**src/design/gth_pkg.sv**
```systemverilog
// ----------------------------------------------------------------------------
// gth_pkg
// Shared sizes, types and codes of the grouped-tag find-or-insert block.
// ----------------------------------------------------------------------------
package gth_pkg;

  // table geometry
  localparam int GROUPS      = 32;
  localparam int GROUP_SLOTS = 16;
  localparam int KEY_BITS    = 64;

  // fixed port field widths
  localparam int IN_KEY_W   = 64;
  localparam int HASH_W     = 32;
  localparam int SLOT_OUT_W = 9;
  localparam int TAG_W      = 8;
  localparam int TAG_BITS   = 7;

  localparam int GRP_W  = (GROUPS > 1) ? $clog2(GROUPS) : 1;
  localparam int LANE_W = $clog2(GROUP_SLOTS);

  localparam logic [TAG_W-1:0] EMPTY_TAG = TAG_W'(8'h80);

  // group selection: mask when the group count is a power of two,
  // otherwise reciprocal multiply with a small correction
  localparam bit          GRP_POW2 = ((GROUPS & (GROUPS - 1)) == 0);
  localparam logic [31:0] GRP_MU   = 32'((64'd1 << 32) / GROUPS);
  localparam logic [31:0] GRP_CNT  = 32'(GROUPS);

  localparam logic [GRP_W:0]   GRP_LIM    = (GRP_W + 1)'(GROUPS);
  localparam logic [GRP_W-1:0] SQ_INIT    = GRP_W'(1 % GROUPS);
  localparam logic [GRP_W-1:0] ODD_INIT   = GRP_W'(3 % GROUPS);
  localparam logic [GRP_W-1:0] LAST_PROBE = GRP_W'(GROUPS - 1);

  typedef logic [GRP_W-1:0]                   grp_t;
  typedef logic [LANE_W-1:0]                  lane_t;
  typedef logic [KEY_BITS-1:0]                key_t;
  typedef logic [TAG_W-1:0]                   tag_t;
  typedef logic [GROUP_SLOTS-1:0][TAG_W-1:0]  row_t;
  typedef logic [GROUP_SLOTS-1:0]             lane_mask_t;

  typedef enum logic [3:0] {
    S_IDLE,
    S_MOD_MUL,
    S_MOD_FOLD,
    S_MOD_FIX,
    S_ROW,
    S_SCAN,
    S_CMP,
    S_INS,
    S_NEXT,
    S_DONE
  } state_t;

  typedef enum logic [1:0] {
    RES_FOUND,
    RES_INSERTED,
    RES_FULL
  } res_kind_t;

  typedef struct packed {
    logic      load_in;
    logic      mod_mul;
    logic      mod_fold;
    logic      mod_fix;
    logic      row_rd;
    logic      scan;
    logic      pick;
    logic      ins;
    logic      step;
    logic      res_load;
    res_kind_t res_kind;
    logic      out_load;
  } cmd_t;

  typedef struct packed {
    logic scan_hit;
    logic scan_empty;
    logic more_hits;
    logic empty_any;
    logic key_eq;
    logic last_probe;
    logic out_hold;
  } stat_t;

endpackage

```
**src/design/gth_ctrl.sv**
```systemverilog
// ----------------------------------------------------------------------------
// gth_ctrl
// Sequencer of one lookup: group select, row read, tag scan, key compares,
// insert or next probe, and hand-off to the result register.
// ----------------------------------------------------------------------------
module gth_ctrl (
  input  logic           clk,
  input  logic           rst_n,
  input  logic           in_valid,
  output logic           in_stall,
  input  gth_pkg::stat_t stat_i,
  output gth_pkg::cmd_t  cmd_o
);

  gth_pkg::state_t state_r;
  gth_pkg::state_t state_nxt;
  gth_pkg::state_t start_state;
  logic            accept;

  assign start_state = gth_pkg::GRP_POW2 ? gth_pkg::S_ROW : gth_pkg::S_MOD_MUL;

  assign in_stall = !((state_r == gth_pkg::S_IDLE) ||
                      ((state_r == gth_pkg::S_DONE) && !stat_i.out_hold));
  assign accept   = in_valid && !in_stall;

  always_ff @(posedge clk) begin
    if (!rst_n) begin
      state_r <= gth_pkg::S_IDLE;
    end else begin
      state_r <= state_nxt;
    end
  end

  always_comb begin
    state_nxt = state_r;
    case (state_r)
      gth_pkg::S_IDLE: begin
        if (accept) state_nxt = start_state;
      end
      gth_pkg::S_MOD_MUL:  state_nxt = gth_pkg::S_MOD_FOLD;
      gth_pkg::S_MOD_FOLD: state_nxt = gth_pkg::S_MOD_FIX;
      gth_pkg::S_MOD_FIX:  state_nxt = gth_pkg::S_ROW;
      gth_pkg::S_ROW:      state_nxt = gth_pkg::S_SCAN;
      gth_pkg::S_SCAN: begin
        if (stat_i.scan_hit)        state_nxt = gth_pkg::S_CMP;
        else if (stat_i.scan_empty) state_nxt = gth_pkg::S_INS;
        else                        state_nxt = gth_pkg::S_NEXT;
      end
      gth_pkg::S_CMP: begin
        if (stat_i.key_eq)         state_nxt = gth_pkg::S_DONE;
        else if (stat_i.more_hits) state_nxt = gth_pkg::S_CMP;
        else if (stat_i.empty_any) state_nxt = gth_pkg::S_INS;
        else                       state_nxt = gth_pkg::S_NEXT;
      end
      gth_pkg::S_INS: state_nxt = gth_pkg::S_DONE;
      gth_pkg::S_NEXT: begin
        if (stat_i.last_probe) state_nxt = gth_pkg::S_DONE;
        else                   state_nxt = gth_pkg::S_ROW;
      end
      gth_pkg::S_DONE: begin
        if (!stat_i.out_hold) begin
          state_nxt = accept ? start_state : gth_pkg::S_IDLE;
        end
      end
      default: state_nxt = gth_pkg::S_IDLE;
    endcase
  end

  always_comb begin
    cmd_o          = '0;
    cmd_o.res_kind = gth_pkg::RES_FOUND;
    case (state_r)
      gth_pkg::S_IDLE:     cmd_o.load_in  = accept;
      gth_pkg::S_MOD_MUL:  cmd_o.mod_mul  = 1'b1;
      gth_pkg::S_MOD_FOLD: cmd_o.mod_fold = 1'b1;
      gth_pkg::S_MOD_FIX:  cmd_o.mod_fix  = 1'b1;
      gth_pkg::S_ROW:      cmd_o.row_rd   = 1'b1;
      gth_pkg::S_SCAN:     cmd_o.scan     = 1'b1;
      gth_pkg::S_CMP: begin
        if (stat_i.key_eq) begin
          cmd_o.res_load = 1'b1;
          cmd_o.res_kind = gth_pkg::RES_FOUND;
        end else if (stat_i.more_hits) begin
          cmd_o.pick = 1'b1;
        end
      end
      gth_pkg::S_INS: begin
        cmd_o.ins      = 1'b1;
        cmd_o.res_load = 1'b1;
        cmd_o.res_kind = gth_pkg::RES_INSERTED;
      end
      gth_pkg::S_NEXT: begin
        if (stat_i.last_probe) begin
          cmd_o.res_load = 1'b1;
          cmd_o.res_kind = gth_pkg::RES_FULL;
        end else begin
          cmd_o.step = 1'b1;
        end
      end
      gth_pkg::S_DONE: begin
        cmd_o.out_load = !stat_i.out_hold;
        cmd_o.load_in  = accept;
      end
      default: cmd_o = '0;
    endcase
  end

endmodule

```
**config.mk**
```make
export PLATFORM = sky130hd
export DESIGN_NAME = gth_ctrl
export DESIGN_NICKNAME = d
export VERILOG_FILES = /design/src/design/gth_pkg.sv /design/src/design/gth_ctrl.sv
export SDC_FILE = /design/constraint.sdc
export NUM_CORES = 1
export LEC_CHECK = 0
export ABC_AREA = 1
export ABC_CLOCK_PERIOD_IN_PS = 2400
export BUFFER_PORTS_ARGS = -buffer_cell sky130_fd_sc_hd__buf_2
export CAP_MARGIN = 20
export CORE_AREA = 2 2 39 41
export CTS_CLUSTER_SIZE = 12
export DETAILED_ROUTE_END_ITERATION = 8
export DIE_AREA = 0 0 41 43
export GPL_ROUTABILITY_DRIVEN = 0
export PLACE_DENSITY = 0.56
export SYNTH_ARGS = -nofsm -noshare
export SYNTH_HDL_FRONTEND = slang
export SYNTH_SLANG_ARGS = --single-unit
```
**constraint.sdc**
```tcl
create_clock -name clk -period 2.4 [get_ports clk]
set_input_delay 0.24 -clock clk [delete_from_list [all_inputs] [get_ports clk]]
set_output_delay 0.24 -clock clk [all_outputs]
set_load 0.01 [all_outputs]
```
==> results of run 1 <==
==> cell families after synthesis <==
kind of cell    after synthesis  synth area share
flops                         4             0.198
compound gates                8             0.108
simple gates                 46             0.480
buf+inv                      23             0.214
==> cells in the mapped netlist <==
master / n
nand2_1: 18
o21bai_1: 1
o21ai_1: 1
o21ai_0: 3
nand3b_1: 2
nor3_1: 2
inv_1: 23
nand3_1: 9
dfxtp_1: 4
a21oi_1: 2
a31oi_1: 1
nor2_1: 15
==> worst max-delay path: cells and delay by family (launching register included) <==
kind | cells | cell delay (ps)
AND/OR/NAND/NOR | 3 | 550
AO/OA/AOI/OAI | 1 | 100
buffers and inverters | 1 | 140
flip-flops | 1 | 340
==> power by group <==
part	internal [W]	leakage [nW]	switching [W]
Clock	0.0000558	0.0138	0.0000258
Sequential	0.0000899	0.0328	0.0000271
Combinational	0.000114	0.359	0.000201
Total	0.000259	0.406	0.000254
==> routing by layer <==
layer / GRT usage / part of all wire / wire length, microns / vias to the layer above
li1: - / - / - / 298
met1: 0.161 / 0.46 / 498 / 238
met2: 0.241 / 0.48 / 527 / 10
met3: 0.0628 / 0.051 / 56 / 2
met4: 0.0400 / 0.0073 / 8 / 0
met5: 0 / 0 / 0 / -
==> layout make-up <==
cell class	count	area [sq um]	share of cell area
multi-input cells	54	238	0.423
well taps	16	20.0	0.0356
clock buffers	3	22.5	0.0401
flip-flops and latches	4	80.1	0.143
repair buffers	23	115	0.205
inverters	23	86.3	0.154
==> stage by stage <==
step | instance area [sq um] | util | worst slack [ps] | std cells
after CTS | 562 | 0.406 | 800 | 123
after global placement | 539 | 0.390 | 1050 | 120
after global routing | 562 | 0.406 | 654 | 123
after floorplan | 404 | - | 1220 | 81
final | 562 | 0.406 | 788 | 123
after detailed placement | 539 | 0.390 | 1060 | 120
==> path summary, 6_finish.rpt <==
kind	startpoint	to	cells past startpoint
min	rst_n	state_r[2]	3
min reg2reg	state_r[3]	state_r[1]	3
max reg2reg	state_r[1]	state_r[2]	8
max	state_r[1]	cmd_o[3]	5
==> metrics.md, run 1 <==
| Metric | Value |
|---|---|
| Final nets | `119` |
| Cell chain of the critical path | `nor2_1 > nand3_1 > nand2_1 > o21bai_1 > buf_2` |
| Total power | `around 0.0005 W` |
| Layout cell share with drive strength beyond 1 | `0.243` |
| Height of the die | `about 43 microns` |
| Avg Inst Size Synth | `4.99 sq um` |
| Least-Margin Pin Slew | `304 ps` |
| Achievable Freq | `620 MHz` |
| R2R setup slack | `1160 ps` |
| First-pass GRT wire length | `about 1700 microns` |
| RSZ-0062 raised after global routing | `no` |
| Via density per instance | `4.46` |
| Fill cells | `between 150 and 200` |
| DRC violations left | `0` |
| DR iter-0 viols | `16` |
| Worst path required time | `2160 ps` |
| Routed Antenna Nets | `0` |
| Hold Slack | `275 ps` |
| GRT Overall Usage | `0.146` |
| Clock Path Buffers | `2` |
| Port Buf Inserts | `23` |
| Number of H-tree levels | `1` |
| Die Width | `41 microns` |
| Insertion delay to the later sink of the worst-skew pair | `~230 ps` |
| Post-CTS setup buffer count | `0` |
| Peak VDD IR | `around 0.00042 V` |
| Setup Skew | `3.38 ps` |
| Reg clk slew, reported paths | `~40 ps` |
| Detailed Route WL | `1090 microns` |
| Yosys top cell by area | `inv_1` |
| Initial Util | `0.292` |
| CP Class | `reg -> out` |
| Synth cell types | `12` |
| DP HPWL | `955 microns` |
| Synthesis Warnings | `0` |
| Hold_buf cts | `0` |
| Slew Limit Fails | `0` |
| Via Count | `between 500 and 600` |
| Biggest register | `state_r` |
| Vias in the first global route | `approximately 470` |
| CTS tree | `built` |
| Commonest non-fill, non-tap cells in the layout | `inv_1, buf_2, nand2_1` |
| Synth top area share | `0.214` |
| Critical Path Start Type | `flop` |
| CP arrival | `1370 ps` |
| #FFs+latches synth | `4` |
| Mapped Area | `404 sq um` |
| Minimum clock period | `1610 ps` |
| Antenna Cells | `0` |
| CTS Root Cell | `clkbuf_4` |
| Core Rows | `14` |
| Total core area | `1380 sq um` |
| Hold Vio Cnt, Final | `0` |
| Pwr/cell area | `913 nW/um^2` |
| Largest cells by area after synthesis | `inv_1, dfxtp_1, nand2_1, nor2_1, nand3_1` |
| Crit share post-route | `0.672` |
| Max FFs per register | `4` |
| Top Ports | `24` |
| WL/cell | `8.86 microns` |
| Largest net degree at the start of global routing | `7` |
| Worst Path Max Fanout | `6` |
| Largest registers | `state_r (4)` |
| Worst Setup End Kind | `output pin` |
| Area growth, synth to finish | `39.0%` |
| Setup TNS | `0 ps` |
| Status | `finished clean` |
| Mapped Cells | `81` |
| Sequential share of the synthesized area | `0.198` |
| Max-cap check violation count | `0` |
| Pre-antenna DRT Iters | `4` |
| Global route total overflow | `0` |
| TritonCTS buffer count | `3` |
| Setup-failing EPs final | `0` |
| Clock sink total | `4` |
| Leakage | `0.406 nW` |
| Cts repair resizes | `0` |
| Antenna violations before repair | `0` |
| Die area | `~1800 sq um` |
| Slowest stage delay, CP | `340 ps` |
| CP max stage cell | `dfxtp_1` |
| Hold Path Class | `in -> reg` |
| Relative slew slack | `0.796` |
| Post-Syn Nets | `slightly above 90` |
Note: power is estimated with default switching activity, not from simulation.
==> run 2, diff against run 1 <==
- ABC_AREA: 1 -> 0
- ABC_CLOCK_PERIOD_IN_PS: 2400 -> 1500
- PLACE_DENSITY: 0.56 -> 0.62
- clock period: 2.4 -> 1.5 ns (I/O delays scaled with it)
==> metrics.md, run 2 <==
| Metric | Value |
|---|---|
| CTS Root Cell | `clkbuf_4` |
| RSZ-0062 raised after global routing | `no` |
| Power share of the combinational group | `0.671` |
| Multi-input logic area | `around 350 sq um` |
| Achievable Freq | `700 MHz` |
| Worst Path Max Fanout | `13` |
| P_sw | `0.000518 W` |
| #FFs+latches synth | `4` |
| Sequential share of the synthesized area | `0.168` |
| Height of the die | `43 microns` |
| Biggest register | `state_r` |
| Peak VDD IR | `around 0.0012 V` |
| Fill cells | `147` |
| Hold Vio Cnt, Final | `0` |
| Crit share post-route | `0.952` |
| Max-cap check violation count | `0` |
| Max FFs per register | `4` |
| Total power | `0.00113 W` |
| TritonCTS buffer count | `3` |
| Area growth, synth to finish | `37.6%` |
| Mapped Area | `between 400 and 500 sq um` |
| Port Buf Inserts | `23` |
| Synthesis Warnings | `0` |
| Hold_buf cts | `0` |
| Commonest non-fill, non-tap cell in the layout | `buf_2` |
| DP HPWL | `1040 microns` |
| Least-Margin Pin Slew | `289 ps` |
| Pwr/cell area | `1730 nW/um^2` |
| CP arrival | `1280 ps` |
| Leakage | `0.322 nW` |
| Yosys top cell by area | `dfxtp_1` |
| Number of synthesized flops with an enable pin | `0` |
| Initial Util | `0.344` |
| Setup Skew | `2.39 ps` |
| Largest net degree at the start of global routing | `14` |
| Number of H-tree levels | `1` |
| Total core area | `1380 sq um` |
| Routed Antenna Nets | `0` |
| GRT Overall Usage | `0.167` |
| Switching share of power | `0.458` |
| Insertion delay to the later sink of the worst-skew pair | `around 230 ps` |
| Largest cells by area after synthesis | `dfxtp_1, nor2_1, buf_6, nor3_1, nand2_1` |
| Via density per instance | `between 4 and 5` |
| Internal power | `0.000613 W` |
| Synth Flop Type | `dfxtp_1` |
| Global route total overflow | `0` |
| Part of the power in the clock network | `0.112` |
| DRC violations left | `0` |
| Via Count | `~530` |
| Mapped Cells | `66` |
| DR iter-0 viols | `4` |
| Core Rows | `14` |
| Cell with the most instances after synthesis | `nor2_1` |
| CP Class | `reg -> out` |
| Post-CTS setup buffer count | `0` |
| Top Ports | `24` |
| Status | `finished clean` |
| Antenna violations before repair | `0` |
| Sequential power share | `0.217` |
| WL/cell | `roughly 12 microns` |
| Clock sink total | `4` |
| Avg Inst Size Synth | `around 7.2 sq um` |
| Commonest cells in the netlist | `nor2_1, nand2_1, nor3_1` |
| First-pass GRT wire length | `1980 microns` |
| Reg clk slew, reported paths | `~30 ps` |
| Minimum clock period | `1430 ps` |
| Slew Limit Fails | `0` |
| Die Width | `between 40 and 50 microns` |
| Final Util | `0.473` |
| Pre-antenna DRT Iters | `4` |
| Die area | `around 1800 sq um` |
| Largest registers | `state_r (4)` |
| Synth cell types | `30` |
| Async S/R FF share, synth | `0` |
| Layout cell share with drive strength beyond 1 | `0.478` |
| Final nets | `104` |
| Hold Path Class | `in -> reg` |
| Antenna Cells | `0` |
| Synth top area share | `0.168` |
| Detailed Route WL | `1270 microns` |
| Reg area | `around 86 sq um` |
| Setup-failing EPs final | `0` |
| Relative slew slack | `0.806` |
| Vias in the first global route | `449` |
| Critical Path Start Type | `flop` |
| Worst Setup End Kind | `output pin` |
| CTS tree | `built` |
| Setup TNS | `0 ps` |
| Post-Syn Nets | `76` |
| Clock Path Buffers | `2` |
| Commonest non-fill, non-tap cells in the layout | `buf_2, nor2_1, nand2_1` |
| Worst path required time | `around 1400 ps` |
[run 2: cell types whose count changed in the layout (fill, tap and decap cells not counted), moves of 3 or more]
| cell | delta |
|---|---|
| nand2_1 | -12 |
| dfxtp_1 | -3 |
| nor3_1 | +3 |
| buf_4 | +3 |
| inv_1 | -20 |
| nand3_1 | -8 |
[run 2: kinds of logic after synthesis]
family	Yosys count	share of synthesized area
simple gates	39	0.437
compound gates	13	0.224
buf+inv	8	0.129
flops	4	0.168
xor+xnor	1	0.0184
mux	1	0.0237
[run 2: final cells by class]
class / instances / share of cell area
Sequential cell: 4 / 0.132
Clock buffer: 3 / 0.0344
Inverter: 3 / 0.0172
Multi-Input combinational cell: 54 / 0.541
Timing Repair Buffer: 28 / 0.245
Tap cell: 16 / 0.0306
[run 2: power by group through the flow]
| stage | Clock (W) | Combinational (W) | Sequential (W) |
|---|---|---|---|
| final | 0.000126 | 0.000759 | 0.000245 |
| after global routing | 0.000150 | 0.000848 | 0.000253 |
| after floorplan | 0 | 0.000585 | 0.000173 |
| after detailed placement | 0 | 0.000715 | 0.000219 |
| after global placement | 0 | 0.000715 | 0.000217 |
| after CTS | 0.000136 | 0.000729 | 0.000223 |
[run 2: path summary, 6_finish.rpt]
path              startpoint          to  slack [ps]  cells past startpoint
setup / recovery  state_r[3]   cmd_o[10]          70                      4
hold / removal         rst_n  state_r[3]         180                      2
setup reg to reg  state_r[3]  state_r[0]         170                      4
hold reg to reg   state_r[1]  state_r[2]         720                      3
[run 2: worst max-delay path, cell delays in order (launching register included)]
cell and delay (ps):
dfxtp_1 310, buf_6 140, or2b_2 320, nor3_2 110, buf_2 150
[run 2: repair_timing]
item | in CTS | in global routing
cloned | 0 | 0
endpoints found under the setup margin | 3 | 7
resized for setup | 3 | 8
[run 2: routing by layer]
| metal | share of wire | up-vias | track usage | wire length (microns) |
|---|---|---|---|---|
| li1 | - | 284 | - | - |
| met2 | 0.53 | 14 | 0.266 | 669 |
| met5 | 0 | - | 0 | 0 |
| met3 | 0.034 | 0 | 0.0471 | 43 |
| met1 | 0.44 | 234 | 0.203 | 553 |
| met4 | 0 | 0 | 0.0600 | 0 |
[run 2: through the flow]
stage	area, sq um	hold WS (ps)	instances	setup slack (ps)
2_1_floorplan	475	268	66	137
3_3_place_gp	598	406	105	128
3_5_place_dp	598	417	105	86.7
4_1_cts	627	171	108	23.6
5_1_grt	654	180	108	1.30
6_report	654	182	108	71.5
